===== config.mk =====
export PLATFORM = sky130hd
export DESIGN_NAME = lsch_div
export DESIGN_NICKNAME = d
export VERILOG_FILES = /design/src/rtl/lsch_pkg.sv /design/src/rtl/lsch_div.sv
export SDC_FILE = /design/constraint.sdc
export NUM_CORES = 1
export LEC_CHECK = 0
export BUFFER_PORTS_ARGS = -buffer_cell sky130_fd_sc_hd__buf_4
export CORE_MARGIN = 1
export CORE_UTILIZATION = 50
export CTS_CLUSTER_SIZE = 12
export DETAILED_ROUTE_END_ITERATION = 10
export GPL_ROUTABILITY_DRIVEN = 1
export PLACE_DENSITY = 0.87
export SLEW_MARGIN = 20
export SYNTH_ARGS = -nofsm -noshare
export SYNTH_HDL_FRONTEND = slang
export SYNTH_SLANG_ARGS = --single-unit

===== constraint.sdc =====
create_clock -name clk -period 2.4 [get_ports clk]
set_clock_uncertainty 0.05 [all_clocks]
set_input_delay 0.24 -clock clk [delete_from_list [all_inputs] [get_ports clk]]
set_output_delay 0.24 -clock clk [all_outputs]
set_load 0.01 [all_outputs]

===== src/rtl/lsch_pkg.sv =====
// ----------------------------------------------------------------------------
// lsch_pkg
// Types and constants shared by the lottery scheduler modules.
// ----------------------------------------------------------------------------
package lsch_pkg;

  // Fixed field widths
  localparam int SLOT_W = 6;
  localparam int TICK_W = 7;
  localparam int RND_W  = 32;
  // Cell index and ticket sum sized for the largest slot table (256 slots)
  localparam int IDX_W  = 8;
  localparam int SUM_W  = 15;

  // Configuration register reset values
  localparam logic [TICK_W-1:0] RESET_INITIAL = 7'd20;
  localparam logic [TICK_W-1:0] RESET_MAX     = 7'd100;

  // Configuration register indexes
  localparam logic CFG_INITIAL = 1'b0;
  localparam logic CFG_MAX     = 1'b1;

  // Event commands
  localparam logic [1:0] CMD_START   = 2'd0;
  localparam logic [1:0] CMD_STOP    = 2'd1;
  localparam logic [1:0] CMD_QUANTUM = 2'd2;
  localparam logic [1:0] CMD_NICE    = 2'd3;

  // Result status codes
  localparam logic [1:0] ST_OK      = 2'd0;
  localparam logic [1:0] ST_NO_TIX  = 2'd1;
  localparam logic [1:0] ST_NOT_USE = 2'd2;

  // Write broadcast to the cell row
  typedef struct packed {
    logic              en;
    logic [IDX_W-1:0]  idx;
    logic              in_use;
    logic              winq;
    logic [TICK_W-1:0] tickets;
  } cell_wr_t;

  // State one cell shows to the control
  typedef struct packed {
    logic              in_use;
    logic              winq;
    logic [TICK_W-1:0] tickets;
  } cell_st_t;

  // Lottery wave travelling down the cell row
  typedef struct packed {
    logic             act;
    logic             found;
    logic [IDX_W-1:0] idx;
    logic [SUM_W-1:0] w;
  } wave_t;

  // One queued result
  typedef struct packed {
    logic [SLOT_W-1:0] slot;
    logic              winq;
    logic [1:0]        status;
  } res_t;

endpackage


===== src/rtl/lsch_div.sv =====
// ----------------------------------------------------------------------------
// lsch_div
// Restoring remainder unit: draw modulo ticket sum, one bit per cycle.
// ----------------------------------------------------------------------------
module lsch_div (
  input  logic                        clk,
  input  logic                        rst_n,
  input  logic                        start_i,
  input  logic [lsch_pkg::RND_W-1:0]  dividend_i,
  input  logic [lsch_pkg::SUM_W-1:0]  divisor_i,
  output logic                        done_o,
  output logic [lsch_pkg::SUM_W-1:0]  rem_o
);

  localparam int CNT_W = $clog2(lsch_pkg::RND_W);

  logic                       busy_r;
  logic                       done_r;
  logic [CNT_W-1:0]           cnt_r;
  logic [lsch_pkg::RND_W-1:0] dvd_r;
  logic [lsch_pkg::SUM_W-1:0] dvs_r;
  logic [lsch_pkg::SUM_W-1:0] rem_r;
  logic [lsch_pkg::SUM_W:0]   trial;
  logic [lsch_pkg::SUM_W:0]   diff;

  // Shift in the next dividend bit and subtract when it fits
  assign trial = {rem_r, dvd_r[lsch_pkg::RND_W-1]};
  assign diff  = trial - {1'b0, dvs_r};

  always_ff @(posedge clk) begin
    if (!rst_n) begin
      busy_r <= 1'b0;
      done_r <= 1'b0;
      cnt_r  <= '0;
    end else begin
      done_r <= 1'b0;
      if (start_i) begin
        busy_r <= 1'b1;
        cnt_r  <= '0;
      end else if (busy_r) begin
        cnt_r <= cnt_r + 1'b1;
        if (cnt_r == CNT_W'(lsch_pkg::RND_W - 1)) begin
          busy_r <= 1'b0;
          done_r <= 1'b1;
        end
      end
    end
  end

  always_ff @(posedge clk) begin
    if (start_i) begin
      dvd_r <= dividend_i;
      dvs_r <= divisor_i;
      rem_r <= '0;
    end else if (busy_r) begin
      dvd_r <= {dvd_r[lsch_pkg::RND_W-2:0], 1'b0};
      if (!diff[lsch_pkg::SUM_W]) begin
        rem_r <= diff[lsch_pkg::SUM_W-1:0];
      end else begin
        rem_r <= trial[lsch_pkg::SUM_W-1:0];
      end
    end
  end

  assign done_o = done_r;
  assign rem_o  = rem_r;

endmodule


==> run_results.csv <==
group,metric,value,unit
run_status,status,"finished, violations left",
run_status,failed_checks,"setup timing",
die,pin_count,66,
synthesis,yosysMostFrequentCell,"edfxtp_1",
global_routing,grt_pass1_wl,11900,microns
critical_path,setup.worst_path.class,"flip-flop to flip-flop",
route,drt_iter0_drc,93,
synthesis,synth_fp_nets,359,
layout,diodes,0,
die,core_area,6790,sq um
layout,finalInstanceArea,4680,sq um
synthesis,ys_seq_elements,69,
sta,finalWorstSetupSlack,-83.2,ps
power_and_ir_drop,p_per_area,630,nW/um^2
clock_network,clk_pin_slew,80,ps
hold_path,hold_end,"dvs_r[11]$_DFFE_PP_",
layout,area.sequential,1850,sq um
synthesis,synth_top_cell_area_share,40.0,%
placement,hpwlAfterDp,5040,microns
die,die_y,86.0,microns
hold_path,min_from,"divisor_i[11]",
synthesis,synth_top_area_cell,"edfxtp_1",
layout,area_growth,32.6,%
sta,fin_crit,2480,ps
global_routing,grt_pass1_vias,2685,
synthesis,synth_cell_type_count,51,
synthesis,synthTopCellsByCount,"edfxtp_1, mux2_2, nor2_1",
layout,fin_cells,498,
hold_path,min_path_type,"input pin to flip-flop",
synthesis,ys_seq_area_share,52.5,%
die,die_w,86.0,microns
sta,final-setup-viol-count,11,
sta,drv_slew,0,
critical_path,reg2regPathDepth,11,
placement,placed_cell_area,4320,sq um
hold_path,min_path_cells,1,
global_routing,met1_usage,24.4,%
job,max-cap-violations,0,
critical_path,worstSetupEndpointType,"flip-flop",
clock_network,clockRootBuffer,"clkbuf_8",
route,vias_per_cell,5.28,
global_routing,grt_start_max_net_pins,33,
critical_path,startpoint,"dvd_r[31]$_DFFE_PP_",
critical_path,critical_path_arrival,2670,ps
global_routing,grt_most_used_layer,"met2",
global_routing,grt.overflow.total,0,
critical_path,r2r-end,"rem_o[14]$_SDFFE_PP0P_",
synthesis,async_flop_share,0,%
die,row_count,30,
power_and_ir_drop,leakagePower,1.94,nW
die,dieArea,7400,sq um
placement,pre_cts_ws,-271,ps
clock_network,cts_buffer_depth,2,
synthesis,synth_area,3530,sq um
synthesis,syn_inst,291,
route,num_vias,2629,
critical_path,cp_max_fo,3,
synthesis,synth_area_per_cell,12.1,sq um
route,routed_wl,7290,microns
synthesis,synth-edff-count,47,
clock_network,cts_tree,"done",
sta,worst_slew_pin_slew,427,ps
sta,slew_headroom,71.5,%
synthesis,yosysWarnings,0,
power_and_ir_drop,ir_drop,448,uV
layout,nets,465,
route,wl_per_cell,14.6,microns
critical_path,reg2reg_from,"dvd_r[31]$_DFFE_PP_",
layout,n_fill_cell,482,
global_routing,grtUsageTotal,21.3,%
layout,multi_input_area,1600,sq um
clock_network,cts_made_buffers,9,
synthesis,synthTopCellsByArea,"edfxtp_1, dfxtp_1, mux2_2, ha_1, mux2i_1",
clock_network,cts.sinks,69,
global_routing,use_met2,36.6,%
sta,max_freq,403,MHz
clock_network,htreeDepth,3,
global_routing,met3_usage,6.83,%
layout,layout-drive-gt1-share,38.8,%
placement,dp_cells,466,
route,drc,0,
critical_path,reg2reg_slack,-80,ps
critical_path,startpoint_type,"flip-flop",
route,ant_nets,0,
route,first_pass_iters,4,
placement,gp_congestion,0.885,
sta,finalCritPeriodShare,103,%
synthesis,synth-main-ff-cell,"edfxtp_1",
global_routing,antenna_found_initial,0,
die,start_util,52.0,%
placement,portBuffers,65,
sta,grt_setup_unrepaired,"yes",
sta,hold_viol_final,0,
clock_network,clock_latency,360,ps
sta,setup-tns-final,-299,ps
critical_path,cp_data_required_time,2590,ps
-- cells by family (layout without fill, tap and decap cells) --
logic type | count (synthesis) | in the layout | share of synthesized area (%)
AO/OA/AOI/OAI | 51 | 51 | 10.7
XOR/XNOR | 15 | 15 | 4.25
adder cells (fa/ha/maj) | 18 | 18 | 6.59
buffers and inverters | 30 | 141 | 3.40
flip-flops | 69 | 69 | 52.5
multiplexers | 44 | 44 | 13.6
AND/OR/NAND/NOR | 64 | 64 | 9.00
-- worst max-delay path by stage --
| stage | end | slack (ps) | cells after the start |
|---|---|---|---|
| 3_5_place_dp | rem_o[14]$_SDFFE_PP0P_ | -270 | 11 |
| 6_report | rem_o[14]$_SDFFE_PP0P_ | -80 | 11 |
| 5_1_grt | rem_o[14]$_SDFFE_PP0P_ | -230 | 11 |
| 3_3_place_gp | rem_o[14]$_SDFFE_PP0P_ | -160 | 11 |
| 2_1_floorplan | rem_o[11]$_SDFFE_PP0P_ | -50 | 10 |
| 4_1_cts | rem_o[3]$_SDFFE_PP0P_ | -70 | 10 |
-- registers in the layout (all words and copies together) (netlist names) --
register	cells
dvd_r	32
dvs_r	15
done_o	1
cnt_r	5
busy_r	1
rem_o	15
-- critical path, stage by stage, from the launching register on --
cell,delay (ps)
edfxtp_1,380
inv_1,70
ha_2,210
inv_2,40
fa_2,340
a21o_1,220
a221oi_2,250
nand3b_1,140
a31oi_1,90
or3_1,340
o211ai_1,100
o311ai_1,130
-- routing by layer --
metal | up-vias | share of wire, %
met5 | - | 0
met4 | 0 | 2.0
met3 | 19 | 5.8
met2 | 77 | 50
met1 | 1244 | 42
li1 | 1289 | -
-- per-stage QoR --
stage	util [%]	total power [W]	hold slack [ps]
detailed placement	63.6	0.00204	369
global route	68.9	0.00308	0.186
floorplan	-	0.00181	289
global placement	63.6	0.00202	369
CTS	68.9	0.00297	0.711
finish	68.9	0.00295	8.23
-- report_power, final --
part | switching, W | internal (W)
logic | 0.000293 | 0.000345
clock network | 0.000497 | 0.000388
registers | 0.0000414 | 0.00138
total | 0.000831 | 0.00212
-- area by class of cell --
class                      instances  share of cell area, %
clock inverter                     7                   1.23
clock buffer                       9                   2.65
timing repair buffer             105                   18.2
inverter                          20                   1.60
multi-input combinational        192                   34.2
tap                               96                   2.57
sequential                        69                   39.6
-- cells in the final DEF (no fill, tap or decap), types with 2 or more instances in the layout --
cell type and instances:
o21ai_1 7, dfxtp_1 21, o21a_1 2, buf_4 89
nor2_1 23, and3_1 3, mux2i_1 13, xnor2_1 10
nor3b_1 3, clkbuf_8 9, xor2_1 4, a211oi_1 6
edfxtp_1 47, ha_1 15, a41oi_1 2, o21ai_0 5
nand4_1 4, and2_1 2, inv_2 2, nand3_1 2
mux2_2 31, a21oi_1 9, nand2b_1 5, clkinvlp_4 2
a21o_1 3, buf_12 2, nor2b_1 2, inv_6 2
dlygate4sd3_1 13, inv_1 18, nor3_1 2, nand2_1 12
-- timing repair --
item                                   CTS  global route
pin swaps                               10             5
setup buffers                            3             0
setup endpoints to repair               15            15
hold buffers                            13             0
endpoints found under the hold margin   13             0
resized for setup                       13             1
(Power assumes the default switching activity.)
