[config.mk]
export PLATFORM = sky130hd
export DESIGN_NAME = lsch_cell
export DESIGN_NICKNAME = d
export VERILOG_FILES = /design/src/rtl/lsch_pkg.sv /design/src/rtl/lsch_cell.sv
export SDC_FILE = /design/constraint.sdc
export NUM_CORES = 1
export LEC_CHECK = 0
export ABC_AREA = 1
export BUFFER_PORTS_ARGS = -buffer_cell sky130_fd_sc_hd__clkbuf_2
export CAP_MARGIN = 10
export CORE_MARGIN = 5
export CORE_UTILIZATION = 38
export CTS_CLUSTER_DIAMETER = 30
export CTS_CLUSTER_SIZE = 16
export DETAILED_ROUTE_END_ITERATION = 12
export PLACE_DENSITY_LB_ADDON = 0.08
export SYNTH_ARGS = -nofsm -noshare
export SYNTH_HDL_FRONTEND = slang
export SYNTH_SLANG_ARGS = --single-unit
[constraint.sdc]
create_clock -name clk -period 1.5 [get_ports clk]
set_input_delay 0.225 -clock clk [delete_from_list [all_inputs] [get_ports clk]]
set_output_delay 0.225 -clock clk [all_outputs]
set_load 0.05 [all_outputs]
[src/rtl/lsch_pkg.sv]
// ----------------------------------------------------------------------------
// lsch_pkg
// Types and constants shared by the lottery scheduler modules.
// ----------------------------------------------------------------------------
package lsch_pkg;

  // Fixed field widths
  localparam int SLOT_W = 6;
  localparam int TICK_W = 7;
  localparam int RND_W  = 32;
  // Cell index and ticket sum sized for the largest slot table (256 slots)
  localparam int IDX_W  = 8;
  localparam int SUM_W  = 15;

  // Configuration register reset values
  localparam logic [TICK_W-1:0] RESET_INITIAL = 7'd20;
  localparam logic [TICK_W-1:0] RESET_MAX     = 7'd100;

  // Configuration register indexes
  localparam logic CFG_INITIAL = 1'b0;
  localparam logic CFG_MAX     = 1'b1;

  // Event commands
  localparam logic [1:0] CMD_START   = 2'd0;
  localparam logic [1:0] CMD_STOP    = 2'd1;
  localparam logic [1:0] CMD_QUANTUM = 2'd2;
  localparam logic [1:0] CMD_NICE    = 2'd3;

  // Result status codes
  localparam logic [1:0] ST_OK      = 2'd0;
  localparam logic [1:0] ST_NO_TIX  = 2'd1;
  localparam logic [1:0] ST_NOT_USE = 2'd2;

  // Write broadcast to the cell row
  typedef struct packed {
    logic              en;
    logic [IDX_W-1:0]  idx;
    logic              in_use;
    logic              winq;
    logic [TICK_W-1:0] tickets;
  } cell_wr_t;

  // State one cell shows to the control
  typedef struct packed {
    logic              in_use;
    logic              winq;
    logic [TICK_W-1:0] tickets;
  } cell_st_t;

  // Lottery wave travelling down the cell row
  typedef struct packed {
    logic             act;
    logic             found;
    logic [IDX_W-1:0] idx;
    logic [SUM_W-1:0] w;
  } wave_t;

  // One queued result
  typedef struct packed {
    logic [SLOT_W-1:0] slot;
    logic              winq;
    logic [1:0]        status;
  } res_t;

endpackage

[src/rtl/lsch_cell.sv]
// ----------------------------------------------------------------------------
// lsch_cell
// One slot of the table: holds tickets and flags, and passes the lottery
// wave on to the next cell through a register.
// ----------------------------------------------------------------------------
module lsch_cell #(
  parameter int IDX = 0
) (
  input  logic              clk,
  input  logic              rst_n,
  input  lsch_pkg::cell_wr_t wr_i,
  input  lsch_pkg::wave_t    wave_i,
  output lsch_pkg::wave_t    wave_o,
  output lsch_pkg::cell_st_t st_o
);

  localparam logic [lsch_pkg::IDX_W-1:0] MY_IDX = lsch_pkg::IDX_W'(IDX);

  logic                        in_use_r;
  logic                        winq_r;
  logic [lsch_pkg::TICK_W-1:0] tickets_r;
  lsch_pkg::wave_t             wave_r;
  lsch_pkg::wave_t             wave_nxt;
  logic [lsch_pkg::SUM_W-1:0]  tix_ext;
  logic                        hit;

  // Hold slot state, take broadcast writes aimed at this slot
  always_ff @(posedge clk) begin
    if (!rst_n) begin
      in_use_r  <= 1'b0;
      winq_r    <= 1'b0;
      tickets_r <= '0;
    end else if (wr_i.en && wr_i.idx == MY_IDX) begin
      in_use_r  <= wr_i.in_use;
      winq_r    <= wr_i.winq;
      tickets_r <= wr_i.tickets;
    end
  end

  // Compare the draw with this slot's tickets, subtract when passing over
  assign tix_ext = lsch_pkg::SUM_W'(tickets_r);
  assign hit     = wave_i.act && !wave_i.found && in_use_r && (wave_i.w < tix_ext);

  always_comb begin
    wave_nxt = wave_i;
    if (hit) begin
      wave_nxt.found = 1'b1;
      wave_nxt.idx   = MY_IDX;
    end else if (!wave_i.found && in_use_r) begin
      wave_nxt.w = wave_i.w - tix_ext;
    end
  end

  // Advance the wave one cell per cycle
  always_ff @(posedge clk) begin
    if (!rst_n) begin
      wave_r.act <= 1'b0;
    end else begin
      wave_r.act <= wave_nxt.act;
    end
    wave_r.found <= wave_nxt.found;
    wave_r.idx   <= wave_nxt.idx;
    wave_r.w     <= wave_nxt.w;
  end

  assign wave_o = wave_r;
  assign st_o   = '{in_use: in_use_r, winq: winq_r, tickets: tickets_r};

endmodule

==> flow_summary.json, run 1 <==
{
  "fmax_mhz": 618,
  "avgSynthCellArea_sq_um": 6.94,
  "whs_path_depth": 3,
  "fillers": 448,
  "run_status": "finished, violations left",
  "utilization_pct": 61.7,
  "overflow": 0,
  "grt_use_met3_pct": 5.56,
  "synth_cells": 260,
  "slew_violations": 0,
  "rows": 25,
  "drtIter0Drc": 47,
  "die_area_sq_um": 6230,
  "grt-busiest-layer": "met2",
  "io_pins": 79,
  "worst_slew_pin_slew_ns": 0.595,
  "initial_core_util_pct": 38.7,
  "root_buffer": "clkbuf_8",
  "r2r_cells": 11,
  "ys_warn_count": 0,
  "regArea_sq_um": 707,
  "cp_data_arrival_time_ns": 1.80,
  "grt.total_usage_pct": 16.2,
  "diodes": 0,
  "end_kind": "flop",
  "setup_viol": 24,
  "violations": "negative setup slack",
  "routedWlPerCell_microns": 11.2,
  "areaGrowthSynthToFinish_pct": 59.4,
  "viasPerCell": 4.46,
  "slew_headroom_pct": 60.0,
  "hold_path_class": "in2reg",
  "gr-usage-met2_pct": 26.1,
  "die_h_microns": 78.9,
  "hold_start": "wave_i[20]",
  "finClkSkew_ns": 0.00259,
  "yosysSeqAreaShare_pct": 37.7,
  "fp.coreArea_sq_um": 4660,
  "drc": 0,
  "layout-drive-gt1-share_pct": 49.3,
  "yosys-top-cells-area": "dfxtp_1 (38%), nand2_1 (14%), inv_1 (8.5%)",
  "grt_setup_unrepaired": "true",
  "yosysUniqueCellTypes": 28,
  "grt_use_met1_pct": 20.8,
  "required_ns": 1.68,
  "die_w_microns": 78.9,
  "grt_first_pass_wirelength_microns": 8040,
  "clock_sinks": 34,
  "routed_wl_microns": 4830,
  "hold_buffers": 0,
  "synth-seq-cells": 34,
  "fin_nets": 430,
  "antenna_found_initial": 0,
  "num_vias": 1923,
  "multi_input_area_sq_um": 1180,
  "hold_viol_final": 0,
  "synth_top_cell_area_share_pct": 37.7,
  "tritoncts": "yes",
  "r2r-end": "wave_o[5]$_DFF_P_",
  "synth_top_area_cell": "dfxtp_1",
  "pre_cts_ws_ns": -0.200,
  "setup_ws_ns": -0.118,
  "p_leak_nw": 1.50,
  "critPathMaxFanout": 7,
  "netlist_area_sq_um": 1800,
  "period_share_pct": 108,
  "hpwlAfterDp_microns": 3650,
  "grt_max_degree": 14,
  "htree_levels": 2,
  "power_w": 0.00206,
  "cts_buffers": 5,
  "cts_max_path_buffers": 2,
  "start_kind": "flop",
  "p_per_area_nw_per_um2": 717,
  "worstSkewPairLatency_ns": 0.28,
  "first_global_vias": 1845,
  "min_to": "wave_o[20]$_SDFF_PP0_",
  "syn_nets": 313,
  "clkTransAtPathRegs_ns": 0.07,
  "vdd_drop_max_mv": 0.428,
  "ant_nets": 0,
  "port_buffers": 78,
  "rrSetupSlack_ns": -0.12,
  "critical_path_class": "reg2reg",
  "cap_violations": 0,
  "dr.pass1.iters": 4,
  "layout_min_cycle_time_ns": 1.62,
  "rr_startpoint": "tickets_r[6]$_SDFFE_PN0P_",
  "place_congestion": 0.821
}
-- registers in the layout, summed over array words and instances, names as in the netlist --
name	count
in_use_r	1
tickets_r	7
winq_r	1
wave_o	25
-- synth_stat cells --
| cell | count |
|---|---|
| nor3_1 | 3 |
| ha_1 | 7 |
| nor2_2 | 1 |
| inv_1 | 41 |
| nor2_4 | 1 |
| clkinv_2 | 1 |
| nor4_4 | 1 |
| nand3b_1 | 2 |
| nand3_1 | 16 |
| dfxtp_1 | 34 |
| fa_1 | 1 |
| xnor2_1 | 1 |
| nor4_1 | 3 |
| clkbuf_1 | 1 |
| nand4_1 | 6 |
| or2_2 | 2 |
| a21oi_2 | 1 |
| nor3_2 | 1 |
| o21ai_0 | 16 |
| nand4_4 | 1 |
| xor2_1 | 3 |
| a21oi_1 | 3 |
| nand2_1 | 69 |
| a21oi_4 | 1 |
| nor2_1 | 39 |
| buf_6 | 2 |
| buf_4 | 2 |
| nand2_2 | 1 |
-- cell type report --
class | count | share of cell area (%)
Clock buffer | 5 | 2.39
Tap cell | 54 | 2.35
Clock inverter | 2 | 0.348
Timing Repair inverter | 1 | 0.174
Sequential cell | 34 | 24.6
Multi-Input combinational cell | 180 | 41.0
Timing Repair Buffer | 113 | 23.1
Inverter | 42 | 6.01
-- cell families (layout without fill, tap and decap cells) --
family          Yosys count  count (layout)  synth area share (%)
compound gates           21              21                  6.66
xor+xnor                  4               4                  1.94
fa+ha+maj                 8               8                  5.96
buf+inv                  47             163                  11.1
flops                    34              34                  37.7
simple gates            146             147                  36.6
-- timing repair --
item / in CTS / in global routing
setup endpoints to repair: 24 / 24
gates cloned: 2 / 0
pin swaps: 12 / 10
setup buffers: 5 / 1
resized for setup: 38 / 14
-- per-stage QoR --
stage          TNS [ns]  cells  hold WS (ns)  area (sq um)
2_1_floorplan     -2.17    260         0.318          1910
3_3_place_gp      -2.81    416         0.428          2540
3_5_place_dp      -3.17    416         0.427          2540
4_1_cts           -1.93    430         0.125          2820
5_1_grt           -3.82    431         0.115          2880
6_report          -1.89    431         0.131          2880
-- cells in the final DEF, fill, tap and decap left out, types with 5 or more instances in the layout --
cell type	count
clkbuf_2	78
nand2_1	52
inv_1	34
nor2_1	33
buf_4	32
dfxtp_1	27
nand2_2	15
o21ai_0	13
nand3_1	10
dfxtp_4	7
nand4_1	6
ha_4	6
clkbuf_8	5
-- worst max-delay path by stage --
stage,slack [ns],start,end
after floorplan,-0.12,tickets_r[2]$_SDFFE_PN0P_,wave_o[15]$_SDFF_PP0_
after global placement,-0.16,wave_i[0],wave_o[10]$_DFF_P_
after detailed placement,-0.20,wave_i[0],wave_o[14]$_DFF_P_
after CTS,-0.12,tickets_r[6]$_SDFFE_PN0P_,wave_o[5]$_DFF_P_
after global routing,-0.20,tickets_r[6]$_SDFFE_PN0P_,wave_o[11]$_DFF_P_
final,-0.12,tickets_r[6]$_SDFFE_PN0P_,wave_o[5]$_DFF_P_
-- where the power goes --
part / internal [W] / total [W] / switching (W) / leakage, nW
clock network: 0.000311 / 0.000623 / 0.000312 / 0.0438
logic: 0.000190 / 0.000504 / 0.000314 / 1.16
registers: 0.000927 / 0.000935 / 0.00000829 / 0.289
total: 0.00143 / 0.00206 / 0.000635 / 1.50
-- critical path, cell delays in order, from the launching register on --
cell,delay [ns]
dfxtp_4,0.36
inv_4,0.03
ha_4,0.29
nand2_4,0.06
buf_6,0.12
nor2_4,0.09
a21oi_4,0.07
buf_6,0.13
nand4_4,0.12
clkinv_4,0.12
nand2_2,0.07
nand2_1,0.04
-- routing by layer --
layer	vias up	wire length [microns]
met1	797	2210
met3	6	394
met4	0	48
li1	1050	-
met5	-	0
met2	70	2180
Note: power is estimated with default switching activity, not from simulation.
==> run 2: changes to the inputs <==
CORE_UTILIZATION = 40   (was 38)
==> flow_summary.json, run 2 (synthesized netlist as in run 1, its figures left out) <==
{
  "run_status": "finished, violations left",
  "violations": "negative setup slack",
  "critical_path_class": "reg2reg",
  "final_cell_mix": "clkbuf_2 (78), nand2_1 (54), inv_1 (36), nor2_1 (34), buf_4 (29)",
  "tritoncts": "yes",
  "rr_startpoint": "tickets_r[4]$_SDFFE_PN0P_",
  "period_share_pct": 110,
  "slew_violations": 0,
  "regArea_sq_um": 707,
  "switching_share_pct": 30.4,
  "clock_sinks": 34,
  "die_w_microns": 77.2,
  "end_kind": "flop",
  "pre_cts_ws_ns": -0.194,
  "routedWlPerCell_microns": 11.7,
  "p_int_w": 0.00148,
  "dp.cells": 413,
  "largest_reg_flops": 25,
  "p_per_area_nw_per_um2": 752,
  "layout_min_cycle_time_ns": 1.65,
  "diodes": 0,
  "setup_ws_ns": -0.153,
  "fin_cells": 426,
  "routed_wl_microns": 4960,
  "multi_input_area_sq_um": 1150,
  "root_buffer": "clkbuf_8",
  "r2r-end": "wave_o[5]$_DFF_P_",
  "hpwlAfterDp_microns": 3640,
  "ant_nets": 0,
  "hold_viol_final": 0,
  "r2r_cells": 11,
  "die_h_microns": 77.2,
  "setup_viol": 24,
  "dr.pass1.iters": 4,
  "worst_slew_pin_slew_ns": 0.602,
  "die_area_sq_um": 5950,
  "initial_core_util_pct": 41.4,
  "grt_max_degree": 14,
  "fin_nets": 426,
  "finClkSkew_ns": 0.00495,
  "tns_ns": -2.89,
  "drc": 0,
  "hold_ws_ns": 0.126,
  "hold_buffers": 0,
  "rrSetupSlack_ns": -0.15,
  "vdd_drop_max_mv": 0.332,
  "overflow": 0,
  "share_comb_of_total_power_pct": 23.3,
  "clkTransAtPathRegs_ns": 0.07,
  "critPathMaxFanout": 7,
  "required_ns": 1.74,
  "min_to": "wave_o[22]$_SDFF_PP0_",
  "grt_setup_unrepaired": "true",
  "p_leak_nw": 1.48,
  "start_kind": "flop",
  "layout_commonest_cell": "clkbuf_2",
  "fillers": 384,
  "rows": 24,
  "hold_start": "wave_i[22]",
  "io_pins": 79,
  "cp_data_arrival_time_ns": 1.89,
  "p_switching_w": 0.000644,
  "cts_max_path_buffers": 2,
  "layout-drive-gt1-share_pct": 47.3,
  "worstSkewPairLatency_ns": 0.29,
  "power_w": 0.00212,
  "grt_first_pass_wirelength_microns": 7920,
  "cts_buffers": 5,
  "hold_path_class": "in2reg",
  "p_clk_share_pct": 32.6,
  "slew_headroom_pct": 59.5,
  "viasPerCell": 4.74,
  "first_global_vias": 1810,
  "areaGrowthSynthToFinish_pct": 56.4,
  "fp.coreArea_sq_um": 4350,
  "cap_violations": 0,
  "htree_levels": 2,
  "fmax_mhz": 605,
  "num_vias": 2018,
  "drtIter0Drc": 111,
  "seqPwrFrac_pct": 44.1,
  "antenna_found_initial": 0,
  "whs_path_depth": 3,
  "place_congestion": 0.789,
  "grt.total_usage_pct": 16.0,
  "port_buffers": 78
}
-- run 2: per-layer routing --
metal | vias up | routed length (microns) | track usage, % | share of wire [%]
met3 | 15 | 522 | 5.27 | 11
met2 | 101 | 2210 | 25.0 | 44
met4 | 0 | 107 | 5.33 | 2.2
met1 | 856 | 2130 | 20.5 | 43
met5 | - | 0 | 0 | 0
li1 | 1046 | - | - | -
-- run 2: how the worst max path moves through the flow --
stage,startpoint,end,slack [ns],cells after the start
2_1_floorplan,tickets_r[2]$_SDFFE_PN0P_,wave_o[15]$_SDFF_PP0_,-0.12,9
3_3_place_gp,wave_i[6],wave_o[10]$_DFF_P_,-0.17,10
3_5_place_dp,wave_i[6],wave_o[10]$_DFF_P_,-0.19,12
4_1_cts,tickets_r[2]$_SDFFE_PN0P_,wave_o[5]$_DFF_P_,-0.10,9
5_1_grt,tickets_r[4]$_SDFFE_PN0P_,wave_o[22]$_SDFF_PP0_,-0.26,10
6_report,tickets_r[4]$_SDFFE_PN0P_,wave_o[5]$_DFF_P_,-0.15,11
-- run 2: final cells by class --
class	instances	share of cell area [%]
clock buffer	7	3.06
multi-input combinational	180	40.9
tap	52	2.31
sequential	34	25.1
timing repair inverter	1	0.222
inverter	42	5.94
timing repair buffer	109	22.4
clock inverter	1	0.177
-- run 2: worst max-delay path: stages (launching register included) --
cell and delay [ns]:
dfxtp_4 0.35, inv_2 0.04, ha_4 0.25, nand2_2 0.07, nand2_2 0.06, nand2_2 0.06, nand2_2 0.05, a21oi_4 0.23
nand4_4 0.22, clkinv_4 0.14, nand2_1 0.06, nand2_1 0.05
-- run 2: timing repair --
| action | in CTS | in global routing |
|---|---|---|
| pin swaps | 12 | 14 |
| endpoints found under the setup margin | 23 | 24 |
| setup buffers | 1 | 2 |
| gates cloned | 0 | 2 |
| endpoints found under the hold margin | 0 | 0 |
| gates resized for setup | 24 | 17 |
-- run 2: power groups by stage --
stage / clock network, W / registers [W] / logic, W
2_1_floorplan: 0 / 0.00109 / 0.000142
3_3_place_gp: 0 / 0.000956 / 0.000434
3_5_place_dp: 0 / 0.000956 / 0.000438
4_1_cts: 0.000720 / 0.000935 / 0.000472
5_1_grt: 0.000764 / 0.000939 / 0.000536
6_report: 0.000693 / 0.000935 / 0.000494
-- run 2: per-stage QoR --
stage	util, %	instance area [sq um]
2_1_floorplan	-	1910
3_3_place_gp	58.1	2530
3_5_place_dp	58.1	2530
4_1_cts	62.9	2740
5_1_grt	64.8	2820
6_report	64.8	2820
